**src/hw/rtl/agb_pkg.sv**
```systemverilog
// ----------------------------------------------------------------------------
// agb_pkg
// Shared types and constants of the antialiased glyph blitter.
// ----------------------------------------------------------------------------
package agb_pkg;

  localparam int SCREEN_WIDTH_DEF  = 256;
  localparam int SCREEN_HEIGHT_DEF = 96;
  localparam int PANEL_WIDTH_DEF   = 128;

  // Signed screen coordinate widths; they follow from the origin register
  // widths plus the largest glyph offset.
  localparam int COL_W = 11;
  localparam int ROW_W = 10;

  localparam int QUEUE_DEPTH = 4;

  localparam int CFG_IDX_W  = 3;
  localparam int CFG_DATA_W = 16;

  typedef enum logic [CFG_IDX_W-1:0] {
    REG_INK_COLOR        = 3'd0,
    REG_ORIGIN_X         = 3'd1,
    REG_ORIGIN_Y         = 3'd2,
    REG_GLYPH_WIDTH      = 3'd3,
    REG_GLYPH_HEIGHT     = 3'd4,
    REG_FILL_BACKGROUND  = 3'd5,
    REG_BACKGROUND_VALUE = 3'd6
  } reg_index_t;

  localparam logic [15:0] INK_COLOR_RESET    = 16'hFFFF;
  localparam logic [6:0]  GLYPH_WIDTH_RESET  = 7'd10;
  localparam logic [6:0]  GLYPH_HEIGHT_RESET = 7'd13;

  typedef struct packed {
    logic [15:0] ink_color;
    logic [9:0]  origin_x;
    logic [8:0]  origin_y;
    logic [6:0]  glyph_width;
    logic [6:0]  glyph_height;
    logic        fill_background;
    logic [7:0]  background_value;
  } cfg_t;

  // One pixel write, already placed on a panel.
  typedef struct packed {
    logic       valid;
    logic       sel;
    logic [6:0] column;
    logic [6:0] row;
    logic       ink;
    logic [3:0] level;
  } pix_t;

  typedef struct packed {
    pix_t left;
    pix_t right;
  } pair_t;

  typedef struct packed {
    logic full;
    logic empty;
  } queue_status_t;

endpackage

```
**src/hw/rtl/agb_front.sv**
```systemverilog
// ----------------------------------------------------------------------------
// agb_front
// Accepts coverage bytes, tracks the glyph position and classifies both
// pixels of a byte into panel writes.
// ----------------------------------------------------------------------------
module agb_front
  import agb_pkg::*;
#(
  parameter int SCREEN_WIDTH  = SCREEN_WIDTH_DEF,
  parameter int SCREEN_HEIGHT = SCREEN_HEIGHT_DEF,
  parameter int PANEL_WIDTH   = PANEL_WIDTH_DEF
) (
  input  logic          clk,
  input  logic          rst,
  input  cfg_t          cfg,
  input  logic          in_valid,
  output logic          in_stall,
  input  logic [7:0]    coverage_pair,
  input  queue_status_t queue_status,
  output logic          push,
  output pair_t         push_data
);

  logic [4:0] pair_column;
  logic [5:0] glyph_row;

  logic [6:0] width_clamped;
  logic [6:0] height_clamped;
  logic [5:0] bytes_per_row;
  logic       column_end;
  logic       row_end;
  logic       accept;

  logic signed [COL_W-1:0] col0;
  logic signed [COL_W-1:0] col1;
  logic signed [ROW_W-1:0] row;

  function automatic pix_t classify(logic signed [COL_W-1:0] col,
                                    logic signed [ROW_W-1:0] r,
                                    logic [3:0] level,
                                    logic fill);
    pix_t p;
    logic on_screen;
    logic signed [COL_W-1:0] shifted;
    on_screen = (col >= 0) && (r >= 0) &&
                (col < $signed(COL_W'(SCREEN_WIDTH))) &&
                (r < $signed(ROW_W'(SCREEN_HEIGHT)));
    shifted   = col - $signed(COL_W'(PANEL_WIDTH));
    p.valid   = on_screen && ((level != 4'd0) || fill);
    if (col < $signed(COL_W'(PANEL_WIDTH))) begin
      p.sel    = 1'b1;
      p.column = col[6:0];
    end else begin
      p.sel    = 1'b0;
      p.column = shifted[6:0];
    end
    p.row   = r[6:0];
    p.ink   = (level != 4'd0);
    p.level = level;
    return p;
  endfunction

  always_comb begin
    if (cfg.glyph_width == 7'd0) begin
      width_clamped = 7'd1;
    end else if (cfg.glyph_width > 7'd64) begin
      width_clamped = 7'd64;
    end else begin
      width_clamped = cfg.glyph_width;
    end
    if (cfg.glyph_height == 7'd0) begin
      height_clamped = 7'd1;
    end else if (cfg.glyph_height > 7'd64) begin
      height_clamped = 7'd64;
    end else begin
      height_clamped = cfg.glyph_height;
    end
  end

  assign bytes_per_row = 6'((width_clamped + 7'd1) >> 1);
  assign column_end    = ({1'b0, pair_column} + 6'd1) >= bytes_per_row;
  assign row_end       = ({1'b0, glyph_row} + 7'd1) >= height_clamped;

  assign col0 = $signed({cfg.origin_x[9], cfg.origin_x}) +
                $signed({5'b00000, pair_column, 1'b0});
  assign col1 = col0 + $signed(COL_W'(1));
  assign row  = $signed({cfg.origin_y[8], cfg.origin_y}) +
                $signed({4'b0000, glyph_row});

  assign push_data.left  = classify(col0, row, coverage_pair[7:4], cfg.fill_background);
  assign push_data.right = classify(col1, row, coverage_pair[3:0], cfg.fill_background);

  assign in_stall = queue_status.full;
  assign accept   = in_valid && !in_stall;
  // A byte whose pixels are all dropped never enters the queue.
  assign push     = accept && (push_data.left.valid || push_data.right.valid);

  always_ff @(posedge clk) begin
    if (rst) begin
      pair_column <= 5'd0;
      glyph_row   <= 6'd0;
    end else if (accept) begin
      if (column_end) begin
        pair_column <= 5'd0;
        glyph_row   <= row_end ? 6'd0 : glyph_row + 6'd1;
      end else begin
        pair_column <= pair_column + 5'd1;
      end
    end
  end

endmodule

```
**src/hw/rtl/agb_queue.sv**
```systemverilog
// ----------------------------------------------------------------------------
// agb_queue
// Short FIFO of classified pixel pairs between the front and back parts.
// ----------------------------------------------------------------------------
module agb_queue
  import agb_pkg::*;
(
  input  logic          clk,
  input  logic          rst,
  input  logic          push,
  input  pair_t         push_data,
  input  logic          pop,
  output pair_t         head,
  output queue_status_t status
);

  localparam int PTR_W = $clog2(QUEUE_DEPTH);
  localparam int CNT_W = $clog2(QUEUE_DEPTH + 1);

  pair_t            entries [QUEUE_DEPTH];
  logic [PTR_W-1:0] wr_ptr;
  logic [PTR_W-1:0] rd_ptr;
  logic [CNT_W-1:0] count;

  assign head         = entries[rd_ptr];
  assign status.full  = (count == CNT_W'(QUEUE_DEPTH));
  assign status.empty = (count == '0);

  always_ff @(posedge clk) begin
    if (push) begin
      entries[wr_ptr] <= push_data;
    end
  end

  always_ff @(posedge clk) begin
    if (rst) begin
      wr_ptr <= '0;
      rd_ptr <= '0;
      count  <= '0;
    end else begin
      if (push) begin
        wr_ptr <= (wr_ptr == PTR_W'(QUEUE_DEPTH - 1)) ? '0 : wr_ptr + PTR_W'(1);
      end
      if (pop) begin
        rd_ptr <= (rd_ptr == PTR_W'(QUEUE_DEPTH - 1)) ? '0 : rd_ptr + PTR_W'(1);
      end
      if (push && !pop) begin
        count <= count + CNT_W'(1);
      end else if (pop && !push) begin
        count <= count - CNT_W'(1);
      end
    end
  end

endmodule

```
**src/hw/rtl/agb_back.sv**
```systemverilog
// ----------------------------------------------------------------------------
// agb_back
// Takes pixel pairs from the queue, shades each pixel and presents one
// pixel write per cycle, while out_stall is low, through an output register.
// ----------------------------------------------------------------------------
module agb_back
  import agb_pkg::*;
(
  input  logic          clk,
  input  logic          rst,
  input  cfg_t          cfg,
  input  queue_status_t queue_status,
  input  pair_t         head,
  output logic          pop,
  output logic          out_valid,
  input  logic          out_stall,
  output logic          panel_select,
  output logic [6:0]    panel_column,
  output logic [6:0]    panel_row,
  output logic [15:0]   pixel_color,
  output logic          last_of_run
);

  logic  phase;
  logic  load;
  logic  cur_last;
  pix_t  cur;
  logic [15:0] color;

  // Each channel is scaled by (level + 16) / 32 with truncation.
  function automatic logic [15:0] scale_ink(logic [15:0] ink, logic [3:0] level);
    logic [9:0]  red;
    logic [10:0] green;
    logic [9:0]  blue;
    red   = 10'(ink[15:11]) * 10'({1'b1, level});
    green = 11'(ink[10:5]) * 11'({1'b1, level});
    blue  = 10'(ink[4:0]) * 10'({1'b1, level});
    return {red[9:5], green[10:5], blue[9:5]};
  endfunction

  assign load     = !queue_status.empty && (!out_valid || !out_stall);
  assign cur      = (phase || !head.left.valid) ? head.right : head.left;
  assign cur_last = phase || !head.left.valid || !head.right.valid;
  assign pop      = load && cur_last;
  assign color    = cur.ink ? scale_ink(cfg.ink_color, cur.level)
                            : {8'h00, cfg.background_value};

  always_ff @(posedge clk) begin
    if (rst) begin
      out_valid <= 1'b0;
      phase     <= 1'b0;
    end else begin
      if (load) begin
        out_valid <= 1'b1;
        phase     <= !cur_last;
      end else if (!out_stall) begin
        out_valid <= 1'b0;
      end
    end
  end

  always_ff @(posedge clk) begin
    if (load) begin
      panel_select <= cur.sel;
      panel_column <= cur.column;
      panel_row    <= cur.row;
      pixel_color  <= color;
      last_of_run  <= cur_last;
    end
  end

endmodule

```
**src/hw/rtl/antialiased_glyph_blitter_core.sv**
```systemverilog
// ----------------------------------------------------------------------------
// antialiased_glyph_blitter_core
// Draws 4-bit antialiased glyph bytes as RGB565 writes to two screen panels.
// ----------------------------------------------------------------------------
// A coverage byte is accepted every cycle while the four-entry pair queue has
// room; its position in the glyph comes from internal column and row counters
// that wrap at the end of the configured glyph. Each byte yields zero, one or
// two pixel writes, and the output register delivers one write per cycle while
// out_stall is low, so a byte with two visible pixels holds the output for both
// of its writes and bytes with one visible pixel keep pace at one per cycle. A
// byte passes through the queue and then the output register before its first
// write. Registers are written through the configuration port, which is always
// ready, and should change only while no requests are in flight.
module antialiased_glyph_blitter_core
  import agb_pkg::*;
#(
  parameter int SCREEN_WIDTH  = SCREEN_WIDTH_DEF,
  parameter int SCREEN_HEIGHT = SCREEN_HEIGHT_DEF,
  parameter int PANEL_WIDTH   = PANEL_WIDTH_DEF
) (
  input  logic                  clk,
  input  logic                  rst,
  input  logic                  cfg_valid,
  output logic                  cfg_ready,
  input  logic [CFG_IDX_W-1:0]  cfg_index,
  input  logic [CFG_DATA_W-1:0] cfg_data,
  input  logic                  in_valid,
  output logic                  in_stall,
  input  logic [7:0]            coverage_pair,
  output logic                  out_valid,
  input  logic                  out_stall,
  output logic                  panel_select,
  output logic [6:0]            panel_column,
  output logic [6:0]            panel_row,
  output logic [15:0]           pixel_color,
  output logic                  last_of_run
);

  cfg_t          cfg;
  queue_status_t q_status;
  logic          push;
  pair_t         push_data;
  logic          pop;
  pair_t         head;

  assign cfg_ready = 1'b1;

  always_ff @(posedge clk) begin
    if (rst) begin
      cfg.ink_color        <= INK_COLOR_RESET;
      cfg.origin_x         <= '0;
      cfg.origin_y         <= '0;
      cfg.glyph_width      <= GLYPH_WIDTH_RESET;
      cfg.glyph_height     <= GLYPH_HEIGHT_RESET;
      cfg.fill_background  <= 1'b0;
      cfg.background_value <= '0;
    end else if (cfg_valid && cfg_ready) begin
      case (cfg_index)
        REG_INK_COLOR:        cfg.ink_color        <= cfg_data;
        REG_ORIGIN_X:         cfg.origin_x         <= cfg_data[9:0];
        REG_ORIGIN_Y:         cfg.origin_y         <= cfg_data[8:0];
        REG_GLYPH_WIDTH:      cfg.glyph_width      <= cfg_data[6:0];
        REG_GLYPH_HEIGHT:     cfg.glyph_height     <= cfg_data[6:0];
        REG_FILL_BACKGROUND:  cfg.fill_background  <= cfg_data[0];
        REG_BACKGROUND_VALUE: cfg.background_value <= cfg_data[7:0];
        default: ;
      endcase
    end
  end

  agb_front #(
    .SCREEN_WIDTH  (SCREEN_WIDTH),
    .SCREEN_HEIGHT (SCREEN_HEIGHT),
    .PANEL_WIDTH   (PANEL_WIDTH)
  ) u_front (
    .clk           (clk),
    .rst           (rst),
    .cfg           (cfg),
    .in_valid      (in_valid),
    .in_stall      (in_stall),
    .coverage_pair (coverage_pair),
    .queue_status  (q_status),
    .push          (push),
    .push_data     (push_data)
  );

  agb_queue u_queue (
    .clk       (clk),
    .rst       (rst),
    .push      (push),
    .push_data (push_data),
    .pop       (pop),
    .head      (head),
    .status    (q_status)
  );

  agb_back u_back (
    .clk          (clk),
    .rst          (rst),
    .cfg          (cfg),
    .queue_status (q_status),
    .head         (head),
    .pop          (pop),
    .out_valid    (out_valid),
    .out_stall    (out_stall),
    .panel_select (panel_select),
    .panel_column (panel_column),
    .panel_row    (panel_row),
    .pixel_color  (pixel_color),
    .last_of_run  (last_of_run)
  );

`ifndef SYNTH
  // The second pixel of a pair is always ready right behind the first.
  assert property (@(posedge clk) disable iff (rst)
    out_valid && !out_stall && !last_of_run |=> out_valid)
    else $error("second pixel of a pair did not follow");

  // Queued work reaches the output as soon as the output register is free.
  assert property (@(posedge clk) disable iff (rst)
    !q_status.empty && (!out_valid || !out_stall) |=> out_valid)
    else $error("queued request not delivered to output");

  // Input is held off exactly while the queue is full.
  assert property (@(posedge clk) disable iff (rst)
    in_stall == q_status.full)
    else $error("input stall does not track queue occupancy");
`endif

endmodule
```
**config.mk**
```make
export PLATFORM = sky130hd
export DESIGN_NAME = antialiased_glyph_blitter_core
export DESIGN_NICKNAME = d
export VERILOG_FILES = /design/src/hw/rtl/agb_pkg.sv /design/src/hw/rtl/agb_front.sv /design/src/hw/rtl/agb_queue.sv /design/src/hw/rtl/agb_back.sv /design/src/hw/rtl/antialiased_glyph_blitter_core.sv
export SDC_FILE = /design/constraint.sdc
export NUM_CORES = 1
export LEC_CHECK = 0
export BUFFER_PORTS_ARGS = -buffer_cell sky130_fd_sc_hd__buf_2
export CELL_PAD_IN_SITES_DETAIL_PLACEMENT = 1
export CELL_PAD_IN_SITES_GLOBAL_PLACEMENT = 1
export CORE_UTILIZATION = 52
export CTS_CLUSTER_DIAMETER = 30
export DETAILED_ROUTE_END_ITERATION = 8
export PLACE_DENSITY_LB_ADDON = 0.1
export SLEW_MARGIN = 10
export SYNTH_ARGS = -nofsm -noshare
export SYNTH_HDL_FRONTEND = slang
export SYNTH_HIERARCHICAL = 1
export SYNTH_SLANG_ARGS = --single-unit
```
**constraint.sdc**
```tcl
create_clock -name clk -period 7.1 [get_ports clk]
set_input_delay 1.42 -clock clk [delete_from_list [all_inputs] [get_ports clk]]
set_output_delay 1.42 -clock clk [all_outputs]
set_load 0.01 [all_outputs]
```
==> flow_metrics.py <==
metrics = {
    "outcome": {
        "status": "finished clean",
    },
    "cells_and_area": {
        "drive_gt1_frac": 0.2085,
        "layout.nets": 1374,
        "n_antenna_cell": 0,
        "fillers": 2706,
        "fin_area_mm2": 0.01733,
        "fin_cells": 1654,
        "area_growth_pct": 17.38,
    },
    "clocking": {
        "cts-hold-fix-buffers": 0,
        "cts_buffer_depth": 3,
        "post-cts-setup-buffers": 0,
        "cts_resized": 0,
        "root_buffer": "clkbuf_16",
        "clock_sink_count": 280,
        "cts.clk_slew.worst_paths_ns": 0.06,
        "numCtsBuffers": 56,
        "cts_tree": "built",
        "clk-insertion-delay-late_ns": 0.58,
        "cts_max_level": 2,
    },
    "setup_path": {
        "cp.arrival_ns": 5.84,
        "startpoint_type": "flip-flop",
        "path_class": "reg2reg",
        "crit_top_cell": "fa_1",
        "max_stage_delay_ns": 0.75,
        "crit_path_end_kind": "flip-flop",
        "cp_data_required_time_ns": 7.50,
        "critPathSlowestCell": "dfxtp_2",
        "cp_cell_sequence": "mux4_2 > nor2b_2 > mux2i_1 > nor2_1 > fa_1 > inv_1 > fa_1 > fa_1 > inv_1 > ha_1 > a21oi_1 > o2bb2ai_1 > or4_1 > a31oi_1",
        "crit_fanout": 19,
    },
    "sta": {
        "period_minus_slack_ns": 5.441,
        "worst_slew_pin_slew_ns": 0.9207,
        "skew_ns": 0.02930,
        "finalSetupTns_ns": 0,
        "fin_crit_sh": 0.7663,
        "report.final.hold_viol_count": 0,
        "timing.fmax_ghz": 0.1838,
        "rsz0062_at_grt": "no",
        "finalSetupViolCount": 0,
        "slew_violations": 0,
        "slew_headroom": 0.3686,
    },
    "global_route": {
        "grt_pass1_vias": 10210,
        "gr-total-overflow": 0,
        "grt_pass1_wl_um": 56580,
        "antenna_found_initial": 0,
        "grtUsageTotal": 0.2580,
        "grt_max_degree": 98,
    },
    "floorplanning": {
        "dieWidth_um": 170.5,
        "ios": 67,
        "initial_core_util": 0.5301,
        "die_y_um": 170.5,
        "core_area_mm2": 0.02786,
        "dieArea_mm2": 0.02908,
        "row_count": 61,
    },
    "synthesis": {
        "yosys.area.top_type_share": 0.4067,
        "synthTopCellsByCount": "200 x edfxtp_1, 100 x nor2_1, 84 x ha_1",
        "ys_seq_elements": 280,
        "ys_warn_count": 6,
        "synthAdderAreaFrac": 0.1118,
        "syn_nets": 1297,
        "synth.area.mux_share": 0.1323,
        "async_flop_share": 0,
        "synth-compound-area-share": 0.06075,
        "synth-seq-area-share": 0.5151,
        "synth_area_mm2": 0.01477,
        "synthSimpleGateAreaFrac": 0.1134,
        "netlist_instances": 1151,
        "synthDistinctLibCells": 77,
        "ys.flop_type": "edfxtp_1",
        "synthTopCellsByArea": "edfxtp_1 41%, dfxtp_1 11%, ha_1 7.1%, mux4_2 6.1%, mux2i_1 5.2%",
        "synth_top_family_by_area": "multiplexers",
        "avgSynthCellArea_um2": 12.83,
        "synthXorXnorAreaFrac": 0.01779,
        "netlist.top_cell.by_area": "edfxtp_1",
        "yosys.cell_count.top_type": "edfxtp_1",
        "synth_edf_count": 200,
    },
    "flow_run": {
        "drv_cap": 0,
    },
    "detailed_routing": {
        "route.detailed.drc": 0,
        "vias": 9383,
        "wl_um": 35750,
        "ant_nets": 0,
        "drtIter0Drc": 435,
        "wl_per_cell_um": 21.61,
        "drtPass1Iterations": 4,
        "viasPerCell": 5.673,
    },
    "hold_path": {
        "holdCritPathClass": "reg2reg",
    },
    "placed_design": {
        "post-dp-hpwl_um": 22920,
        "place_inst": 1548,
        "place.gp.congestion": 0.8553,
        "port_buffers": 65,
        "place_area_mm2": 0.01527,
    },
}
==> state kept, by name, summed over array words and instances, names as in the netlist, named ones only <==
signal and count:
u_front/glyph_row 6, u_back/panel_column 7, u_back/last_of_run 1, u_back/panel_select 1, u_back/panel_row 7, u_front/pair_column 5
u_back/out_valid 1, u_queue/wr_ptr 2, u_queue/rd_ptr 2, u_queue/count 3, cfg 58, u_queue/entries 168
u_back/phase 1, u_back/pixel_color 16
==> layout make-up <==
cell class              instances  area (um^2)  share of cell area
clock buffers                  63         1458             0.08409
clock inverters                43        601.8             0.03472
well taps                     378        473.0             0.02728
repair buffers                 77        415.4             0.02396
inverters                      81        304.0             0.01754
multi-input cells             732         6472              0.3734
flip-flops and latches        280         7610              0.4390
==> worst max-delay path, delay by kind of cell (launching register included) <==
family / cells / cell delay [ns]
flops: 1 / 0.75
buf+inv: 2 / 0.11
fa+ha+maj: 4 / 1.90
compound gates: 3 / 0.68
simple gates: 3 / 0.75
mux: 2 / 1.07
==> final timing paths <==
check                               start               endpoint  slack (ns)  depth (start not counted)
worst max-delay path            flip-flop  u_back/pixel_color[4]        1.66                         14
worst max register to register  flip-flop  u_back/pixel_color[4]        1.66                         14
worst min register to register     cfg[3]                 cfg[3]        0.48                          2
worst min-delay path               cfg[3]                 cfg[3]        0.48                          2
==> routing by layer <==
| metal | global-route usage | share of wire | wire length [um] | up-vias |
|---|---|---|---|---|
| li1 | - | - | - | 4342 |
| met1 | 0.3177 | 0.42 | 14930 | 4781 |
| met2 | 0.4594 | 0.52 | 18500 | 203 |
| met3 | 0.04279 | 0.041 | 1448 | 57 |
| met4 | 0.08500 | 0.024 | 865 | 0 |
| met5 | 0 | 0 | 0 | - |
==> stage by stage <==
step                      hold slack (ns)  worst slack (ns)    util
final                              0.4835             1.659  0.6222
after global routing               0.5070             1.243  0.6222
after CTS                          0.4864             1.623  0.6222
after detailed placement           0.4772             1.690  0.5483
after global placement             0.4678             1.813  0.5483
after floorplan                    0.4447             2.103       -
==> kinds of logic after synthesis <==
| logic type | after synthesis |
|---|---|
| xor gates and xnor gates | 30 |
| and+or+nand+nor | 325 |
| muxes | 139 |
| adders and majority gates | 114 |
| DFF | 280 |
| AOI/OAI and AO/OA | 123 |
| other | 1 |
| buffers and inverters | 139 |
==> placed cells by master (no fill, tap or decap), drive strengths merged, types with 5 or more instances in the layout <==
cell,count
ha,84
a21oi,38
nand3,25
a21o,10
buf,77
nand4,6
clkinvlp,5
nor2,100
clkbuf,63
o211ai,5
nor2b,8
dfxtp,80
nand2b,65
mux4,42
xnor2,18
and3,6
nand4b,5
a31oi,7
bufinv,10
o21ai,17
nand2,56
nor3,10
mux2,21
inv,95
edfxtp,200
a311oi,5
xor2,12
fa,30
and2,19
clkinv,14
o21a,6
mux2i,76
nor3b,7
Power is left out: the tool's default activity adds up to more than one toggle a clock period on the data nets, which glitch-free logic cannot reach.
